### src/irc_pkg.sv
package irc_pkg;

  // Table geometry
  localparam int SLOTS          = 64;
  localparam int SLOT_W         = 6;
  localparam int INODE_W        = 15;
  localparam int CNT_W          = 16;
  localparam int BLK_W          = 10;
  localparam int OFF_W          = 12;
  localparam int STATUS_W       = 3;

  // Disk layout
  localparam int INODES_PER_BLK = 64;
  localparam int INODE_BYTES    = 64;
  localparam int FIRST_BLK      = 3;

  localparam logic [CNT_W-1:0] CNT_MAX = '1;

  // Request codes
  localparam logic FUNC_GET = 1'b0;
  localparam logic FUNC_PUT = 1'b1;

  // Result status codes
  localparam logic [STATUS_W-1:0] STAT_HIT       = 3'd0;
  localparam logic [STATUS_W-1:0] STAT_LOADED    = 3'd1;
  localparam logic [STATUS_W-1:0] STAT_FULL      = 3'd2;
  localparam logic [STATUS_W-1:0] STAT_RELEASED  = 3'd3;
  localparam logic [STATUS_W-1:0] STAT_WRITEBACK = 3'd4;
  localparam logic [STATUS_W-1:0] STAT_IGNORED   = 3'd5;

  typedef enum logic [1:0] {
    S_IDLE,
    S_SCAN,
    S_DONE
  } state_t;

  // Request token that walks the cell row, one cell per cycle
  typedef struct packed {
    logic                vld;
    logic                func;
    logic [INODE_W-1:0]  num;
    logic [SLOT_W-1:0]   idx;
    logic                found;      // get: live match, put: live target slot
    logic [SLOT_W-1:0]   slot;
    logic [INODE_W-1:0]  id;
    logic [CNT_W-1:0]    refs;
    logic                free;       // get: a free slot seen
    logic [SLOT_W-1:0]   free_slot;
  } tok_t;

  // Broadcast write that claims a free slot
  typedef struct packed {
    logic               en;
    logic [SLOT_W-1:0]  slot;
    logic [INODE_W-1:0] id;
  } wr_t;

  function automatic logic [BLK_W-1:0] inode_block(input logic [INODE_W-1:0] id);
    return BLK_W'((id / INODES_PER_BLK) + FIRST_BLK);
  endfunction

  function automatic logic [OFF_W-1:0] inode_offset(input logic [INODE_W-1:0] id);
    return OFF_W'((id % INODES_PER_BLK) * INODE_BYTES);
  endfunction

endpackage

### src/irc_cell.sv
module irc_cell
  import irc_pkg::*;
(
  input  logic              clk,
  input  logic              rst_n,
  input  logic [SLOT_W-1:0] my_slot,
  input  wr_t               wr,
  input  tok_t              tok_i,
  output tok_t              tok_o
);

  logic [INODE_W-1:0] id_r;
  logic [CNT_W-1:0]   cnt_r;
  logic [CNT_W-1:0]   cnt_nxt;
  tok_t               tok_r;
  tok_t               tok_nxt;

  // Examine the passing token against this slot
  always_comb begin
    tok_nxt = tok_i;
    cnt_nxt = cnt_r;
    if (tok_i.vld) begin
      if (tok_i.func == FUNC_GET) begin
        if (!tok_i.found && cnt_r != '0 && id_r == tok_i.num) begin
          cnt_nxt       = (cnt_r == CNT_MAX) ? cnt_r : cnt_r + CNT_W'(1);
          tok_nxt.found = 1'b1;
          tok_nxt.slot  = my_slot;
          tok_nxt.id    = id_r;
          tok_nxt.refs  = cnt_nxt;
        end
        if (!tok_i.free && cnt_r == '0) begin
          tok_nxt.free      = 1'b1;
          tok_nxt.free_slot = my_slot;
        end
      end else if (tok_i.idx == my_slot && cnt_r != '0) begin
        cnt_nxt       = cnt_r - CNT_W'(1);
        tok_nxt.found = 1'b1;
        tok_nxt.slot  = my_slot;
        tok_nxt.id    = id_r;
        tok_nxt.refs  = cnt_nxt;
      end
    end
    // Claim this slot on a load
    if (wr.en && wr.slot == my_slot) begin
      cnt_nxt = CNT_W'(1);
    end
  end

  // Hold slot count and advance the token
  always_ff @(posedge clk) begin
    if (!rst_n) begin
      cnt_r     <= '0;
      tok_r.vld <= 1'b0;
    end else begin
      cnt_r <= cnt_nxt;
      tok_r <= tok_nxt;
    end
  end

  // Inode number store, no reset
  always_ff @(posedge clk) begin
    if (wr.en && wr.slot == my_slot) begin
      id_r <= wr.id;
    end
  end

  assign tok_o = tok_r;

endmodule

### config.mk
export PLATFORM = sky130hd
export DESIGN_NAME = irc_cell
export DESIGN_NICKNAME = d
export VERILOG_FILES = /design/src/irc_pkg.sv /design/src/irc_cell.sv
export SDC_FILE = /design/constraint.sdc
export NUM_CORES = 1
export LEC_CHECK = 0
export BUFFER_PORTS_ARGS = -buffer_cell sky130_fd_sc_hd__buf_2
export CAP_MARGIN = 0
export CORE_ASPECT_RATIO = 0.9
export CORE_MARGIN = 2
export CORE_UTILIZATION = 50
export DETAILED_ROUTE_END_ITERATION = 7
export GPL_TIMING_DRIVEN = 0
export PLACE_DENSITY = 0.79
export REMOVE_ABC_BUFFERS = 1
export SYNTH_ARGS = -nofsm -noshare
export SYNTH_HDL_FRONTEND = slang
export SYNTH_SLANG_ARGS = --single-unit
export TNS_END_PERCENT = 100
### constraint.sdc
create_clock -name clk -period 6.85 [get_ports clk]
set_input_delay 1.0275 -clock clk [delete_from_list [all_inputs] [get_ports clk]]
set_output_delay 1.0275 -clock clk [all_outputs]
set_load 0.01 [all_outputs]
**Yosys cells after proc, flatten, opt, wreduce, memory -nomap -nowiden**

Index checks and enable logic that the tools add are counted.

- Bits in registers: 99
- Input port bits: 98
- Output and inout port bits: 68
- Word-level logic and storage cells: 49

- Add/subtract/negate cells: 2
- Equal/unequal tests: 6
- Muxes and demuxes: 12
- Bitwise logic cells: 1
- Reductions and logical operators: 15

Operators by type and width:

| kind | count |
|---|---|
| 2-to-1 mux 38 bit | 3 |
| 2-to-1 mux 16 bit | 4 |
| 2-to-1 mux 45 bit | 1 |
| adder 16 x 1 -> 16 bit (second input constant) | 1 |
| == test 16 bit (second input constant) | 1 |
| zero test 16 bit | 1 |
| nonzero test 16 bit | 1 |
| subtractor 16 x 1 -> 16 bit (second input constant) | 1 |
| == test 15 bit | 1 |
| 2-to-1 mux 7 bit | 2 |
| == test 6 bit | 2 |
| AND reduction 3 bit | 2 |
| logical AND 1 bit | 5 |
| nonzero test 2 bit | 2 |
| inequality test 3 x 1 -> 1 bit (second input constant) | 1 |
| nonzero test 3 bit | 1 |
| zero test 1 bit | 2 |
| 2-to-1 mux 1 bit | 2 |
| inequality test 2 x 1 -> 1 bit (second input constant) | 1 |
| OR reduction 2 bit | 1 |
| inverter 1 bit | 1 |

**Logic depth before layout (Yosys ltp)**

- Word-level depth: 7
- Depth in mapped cells: 11
- Gate-level depth less buffers: 8

**Worst setup path before layout**

Ideal clock, no wire load.

- Kind: input to register
- Start point: input port tok_i[58] (netlist name)
- End point: register tok_r (netlist bit tok_o[21]) (data pin)
- Library setup time: 256 ps
- Data arrival time: 2,713 ps
- Data required time: 6,594 ps
- Path slack: 3,881 ps
- Stages on the path: 6
- Path buffers: 0
- Cell sequence: xor2_1 nor4_1 nand4_1 nor3_1 o21ai_0 a22o_1

RTL lines:

| item | line | source |
|---|---|---|
| start, declared | irc_cell.sv:8 | `input tok_t tok_i,` |
| end signal, assigned | irc_cell.sv:56 | `tok_r <= tok_nxt;` |
| end, declared | irc_cell.sv:15 | `tok_t tok_r;` |

==> flow_summary.yaml <==
floorplan:
  ios: 166
  initial_core_util: 0.512
  placement_rows: 35
  die_w_um: 112
  dieArea_mm2: 0.0113
  fp.dieH_um: 101
  floorplan.core_area_mm2: 0.0102
final_layout:
  layout.nets: 725
  final.fill_count: 839
  postLayoutCoreUtil: 0.624
  share_of_post_route_cells_with_drive_strength_above_1: 0.333
  area_delta_synth_final_pct: 21.9
  antennaDiodeCount: 0
yosys:
  netlist_instances: 478
  ys.warnings.count: 0
  synth-seq-cells: 99
  yosysUniqueCellTypes: 64
  yosys_most_used_dff: "sky130_fd_sc_hd__edfxtp_1"
  synth.largest_area_cell: "sky130_fd_sc_hd__edfxtp_1"
  seq_area_frac_synth: 0.537
  synth_area_leaders: "sky130_fd_sc_hd__edfxtp_1 47%, sky130_fd_sc_hd__dfxtp_1 6.5%, sky130_fd_sc_hd__nand2_1 6.1%"
  edff_count_synth: 82
  post_synth.cell_area_avg_um2: 10.9
  synthesis.area_mm2: 0.00522
  netlist.area_leader.share: 0.471
  async_reset_ff_frac: 0
clock_tree:
  clock_pin_slew_reported_for_the_worst_setup_and_hold_paths_after_clock_tree_synthesis_ps: 80
  insertion_delay_ps: 340
  max-clock-path-buffers: 2
  cts_inserted_buffers: 9
  h-tree-depth: 3
  post_cts_resize_count: 0
  cts_tree: "built"
  post-cts-setup-buffer-count: 0
  tritoncts_num_sinks: 99
  ctsRootBufferMaster: "sky130_fd_sc_hd__clkbuf_16"
  holdBufCountCts: 0
global_routing:
  grt_pass1_wl_um: 22000
  grt_overflow: 0
  grt_max_degree: 70
  grt_antenna_before_repair: 0
  gr-usage-all-layers: 0.249
  grt_pass1_vias: 4319
placement:
  finalWeightedCongestion: 0.906
  port_buffers: 165
  placed_wire_length_estimate_after_detailed_placement_um: 10100
sta:
  unrepaired_setup_endpoints_after_global_routing: "false"
  fin_skew_ps: 11.4
  count_of_final_hold_check_violations: 0
  report.final.slew_viol_count: 0
  maxSlewHeadroom: 0.0314
  setup-violations-final: 0
  fmax_mhz: 244
  final_period_minus_worst_setup_slack_ps: 4090
  fraction_of_the_cycle_the_final_worst_path_needs: 0.597
  worst-slew-pin-transition_ps: 1440
  finalSetupTns_ps: 0
critical_path:
  cp_cell_sequence: "buf_2, xor2_1, nor4_1, nand4_1, nor3_1, o21ai_0, a22o_1"
  startpoint_type: "input port"
  timing.critical_path.fanout_max: 9
  crit_arrival_ps: 4190
  critical_path.reg2reg.startpoint: "cnt_r[0]"
  crit_path_start: "tok_i[58]"
  worst_path_max_delay_cell: "sky130_fd_sc_hd__nor3_1"
  worst_path_largest_cell_delay_ps: 1210
  critical_path.top_delay_family: "simple AND/OR/NAND/NOR gates"
  crit_type: "in2reg"
  worstPathBufferInverterCount: 1
  worstPathRequired_ps: 6950
  setup.worst_path.end_class: "flip-flop"
detailed_routing:
  route.vias.total: 4526
  post_drt_wl_per_cell_um: 18.7
  route.final.wire_length_um: 14200
  detailed_route_drc_error_count: 0
  antenna_violating_nets_post_route: 0
  route.detailed.vias_per_inst: 5.96
  drt_iter0_drc: 380
  first_pass_iters: 5
hold_path:
  worst_hold_path_type: "reg2reg"
  min_from: "id_r[7]"
power_and_ir_drop:
  internal_power_mw: 1.01
  cellPowerDensity_mw_per_mm2: 210
  pwr-share-clk: 0.369
  p_leak_nw: 2.65
  vdd_ir_drop_max_uv: 167
  sw_frac_of_total: 0.246
  combinationalPowerShare: 0.109
  share_seq_of_total_power: 0.522
  power.net_switching_uw: 329
outcome:
  run_status: "complete, no violations"
run:
  drv_cap: 0
==> routing by layer <==
metal  wire length [um]  track usage  vias up
met4                331       0.0874        0
met5                  0            0        -
met1               5780        0.319     2155
met3               1220       0.0577       31
met2               6820        0.420      248
li1                   -            -     2092
==> registers in the layout, indices dropped and copies added, names as in the netlist <==
register,flops
id_r,15
cnt_r,16
tok_o,68
==> per-stage QoR <==
stage	hold WS [ps]	instances	area (um^2)	total power, mW	setup slack (ps)
2_1_floorplan	533	448	5040	0.771	2970
3_3_place_gp	551	742	6030	0.852	1030
3_5_place_dp	552	743	6070	0.857	2570
4_1_cts	572	759	6370	1.35	2920
5_1_grt	598	759	6370	1.38	2500
6_report	568	759	6370	1.34	2760
==> synth_stat cells (8+ instances only) <==
master / instances
sky130_fd_sc_hd__inv_1: 8
sky130_fd_sc_hd__nor4_1: 11
sky130_fd_sc_hd__nor3_1: 8
sky130_fd_sc_hd__o21ai_0: 19
sky130_fd_sc_hd__nand4_1: 13
sky130_fd_sc_hd__xor2_1: 26
sky130_fd_sc_hd__clkbuf_1: 15
sky130_fd_sc_hd__dfxtp_1: 17
sky130_fd_sc_hd__mux2i_1: 9
sky130_fd_sc_hd__xnor2_1: 13
sky130_fd_sc_hd__edfxtp_1: 82
sky130_fd_sc_hd__nand3_1: 12
sky130_fd_sc_hd__nor2_1: 19
sky130_fd_sc_hd__nand2_1: 85
sky130_fd_sc_hd__a21oi_1: 15
==> power groups by stage <==
stage | registers (mW) | logic [mW] | clock network (mW)
3_5_place_dp | 0.713 | 0.144 | 0
6_report | 0.699 | 0.145 | 0.494
5_1_grt | 0.702 | 0.158 | 0.524
2_1_floorplan | 0.732 | 0.0389 | 0
4_1_cts | 0.699 | 0.145 | 0.503
3_3_place_gp | 0.711 | 0.140 | 0
==> layout make-up <==
class	count	area, um^2	area share
inverters	8	30.0	0.00472
multi-input cells	341	2220	0.349
well taps	129	161	0.0254
repair buffers	166	856	0.134
clock inverters	7	68.8	0.0108
clock buffers	9	225	0.0354
flip-flops and latches	99	2800	0.440
==> kinds of logic after synthesis <==
| logic type | after synthesis | synth area share |
|---|---|---|
| multiplexers | 16 | 0.0323 |
| adder cells (fa/ha/maj) | 2 | 0.00479 |
| XOR/XNOR | 39 | 0.0654 |
| flip-flops | 99 | 0.537 |
| AO/OA/AOI/OAI | 95 | 0.133 |
| buffers and inverters | 38 | 0.0407 |
| AND/OR/NAND/NOR | 189 | 0.187 |
==> layout by cell type (no fill, tap or decap), types with 3 or more instances in the layout <==
cell type and count:
sky130_fd_sc_hd__and3_1 7, sky130_fd_sc_hd__dfxtp_1 17, sky130_fd_sc_hd__a211oi_1 5, sky130_fd_sc_hd__o21ai_0 19, sky130_fd_sc_hd__or3_1 7, sky130_fd_sc_hd__o221ai_1 4
sky130_fd_sc_hd__nand3_1 12, sky130_fd_sc_hd__nor3_1 8, sky130_fd_sc_hd__nor2_1 19, sky130_fd_sc_hd__o22ai_1 4, sky130_fd_sc_hd__edfxtp_1 82, sky130_fd_sc_hd__or3_2 4
sky130_fd_sc_hd__o21a_1 6, sky130_fd_sc_hd__inv_1 8, sky130_fd_sc_hd__a31oi_1 4, sky130_fd_sc_hd__o221a_2 4, sky130_fd_sc_hd__and4_1 5, sky130_fd_sc_hd__xor2_1 26
sky130_fd_sc_hd__a21oi_1 15, sky130_fd_sc_hd__nor4_1 11, sky130_fd_sc_hd__clkbuf_16 9, sky130_fd_sc_hd__nand4_1 13, sky130_fd_sc_hd__buf_2 164, sky130_fd_sc_hd__mux2_2 7
sky130_fd_sc_hd__a22o_1 4, sky130_fd_sc_hd__mux2i_1 9, sky130_fd_sc_hd__o211ai_1 4, sky130_fd_sc_hd__nand2_1 85, sky130_fd_sc_hd__nor3b_1 3, sky130_fd_sc_hd__a221oi_1 3
sky130_fd_sc_hd__a2bb2oi_1 3, sky130_fd_sc_hd__xnor2_1 13, sky130_fd_sc_hd__nand2b_1 3
==> worst register-to-register path: stages (launching register included) <==
cell,delay [ps]
sky130_fd_sc_hd__dfxtp_1,450
sky130_fd_sc_hd__inv_1,110
sky130_fd_sc_hd__ha_1,220
sky130_fd_sc_hd__nor3b_1,720
sky130_fd_sc_hd__nand3_2,420
sky130_fd_sc_hd__nor2_1,530
sky130_fd_sc_hd__o31a_1,1040
sky130_fd_sc_hd__nand2_1,200
sky130_fd_sc_hd__o211ai_1,140
==> final timing paths <==
path	slack, ps	endpoint	depth (start not counted)
worst max-delay path	2760	tok_o[21]	7
worst min-delay path	570	tok_o[30]	2
worst max register to register	2840	tok_o[18]	8
worst min register to register	570	tok_o[30]	2
No activity file was read; power rests on OpenSTA's default activity.
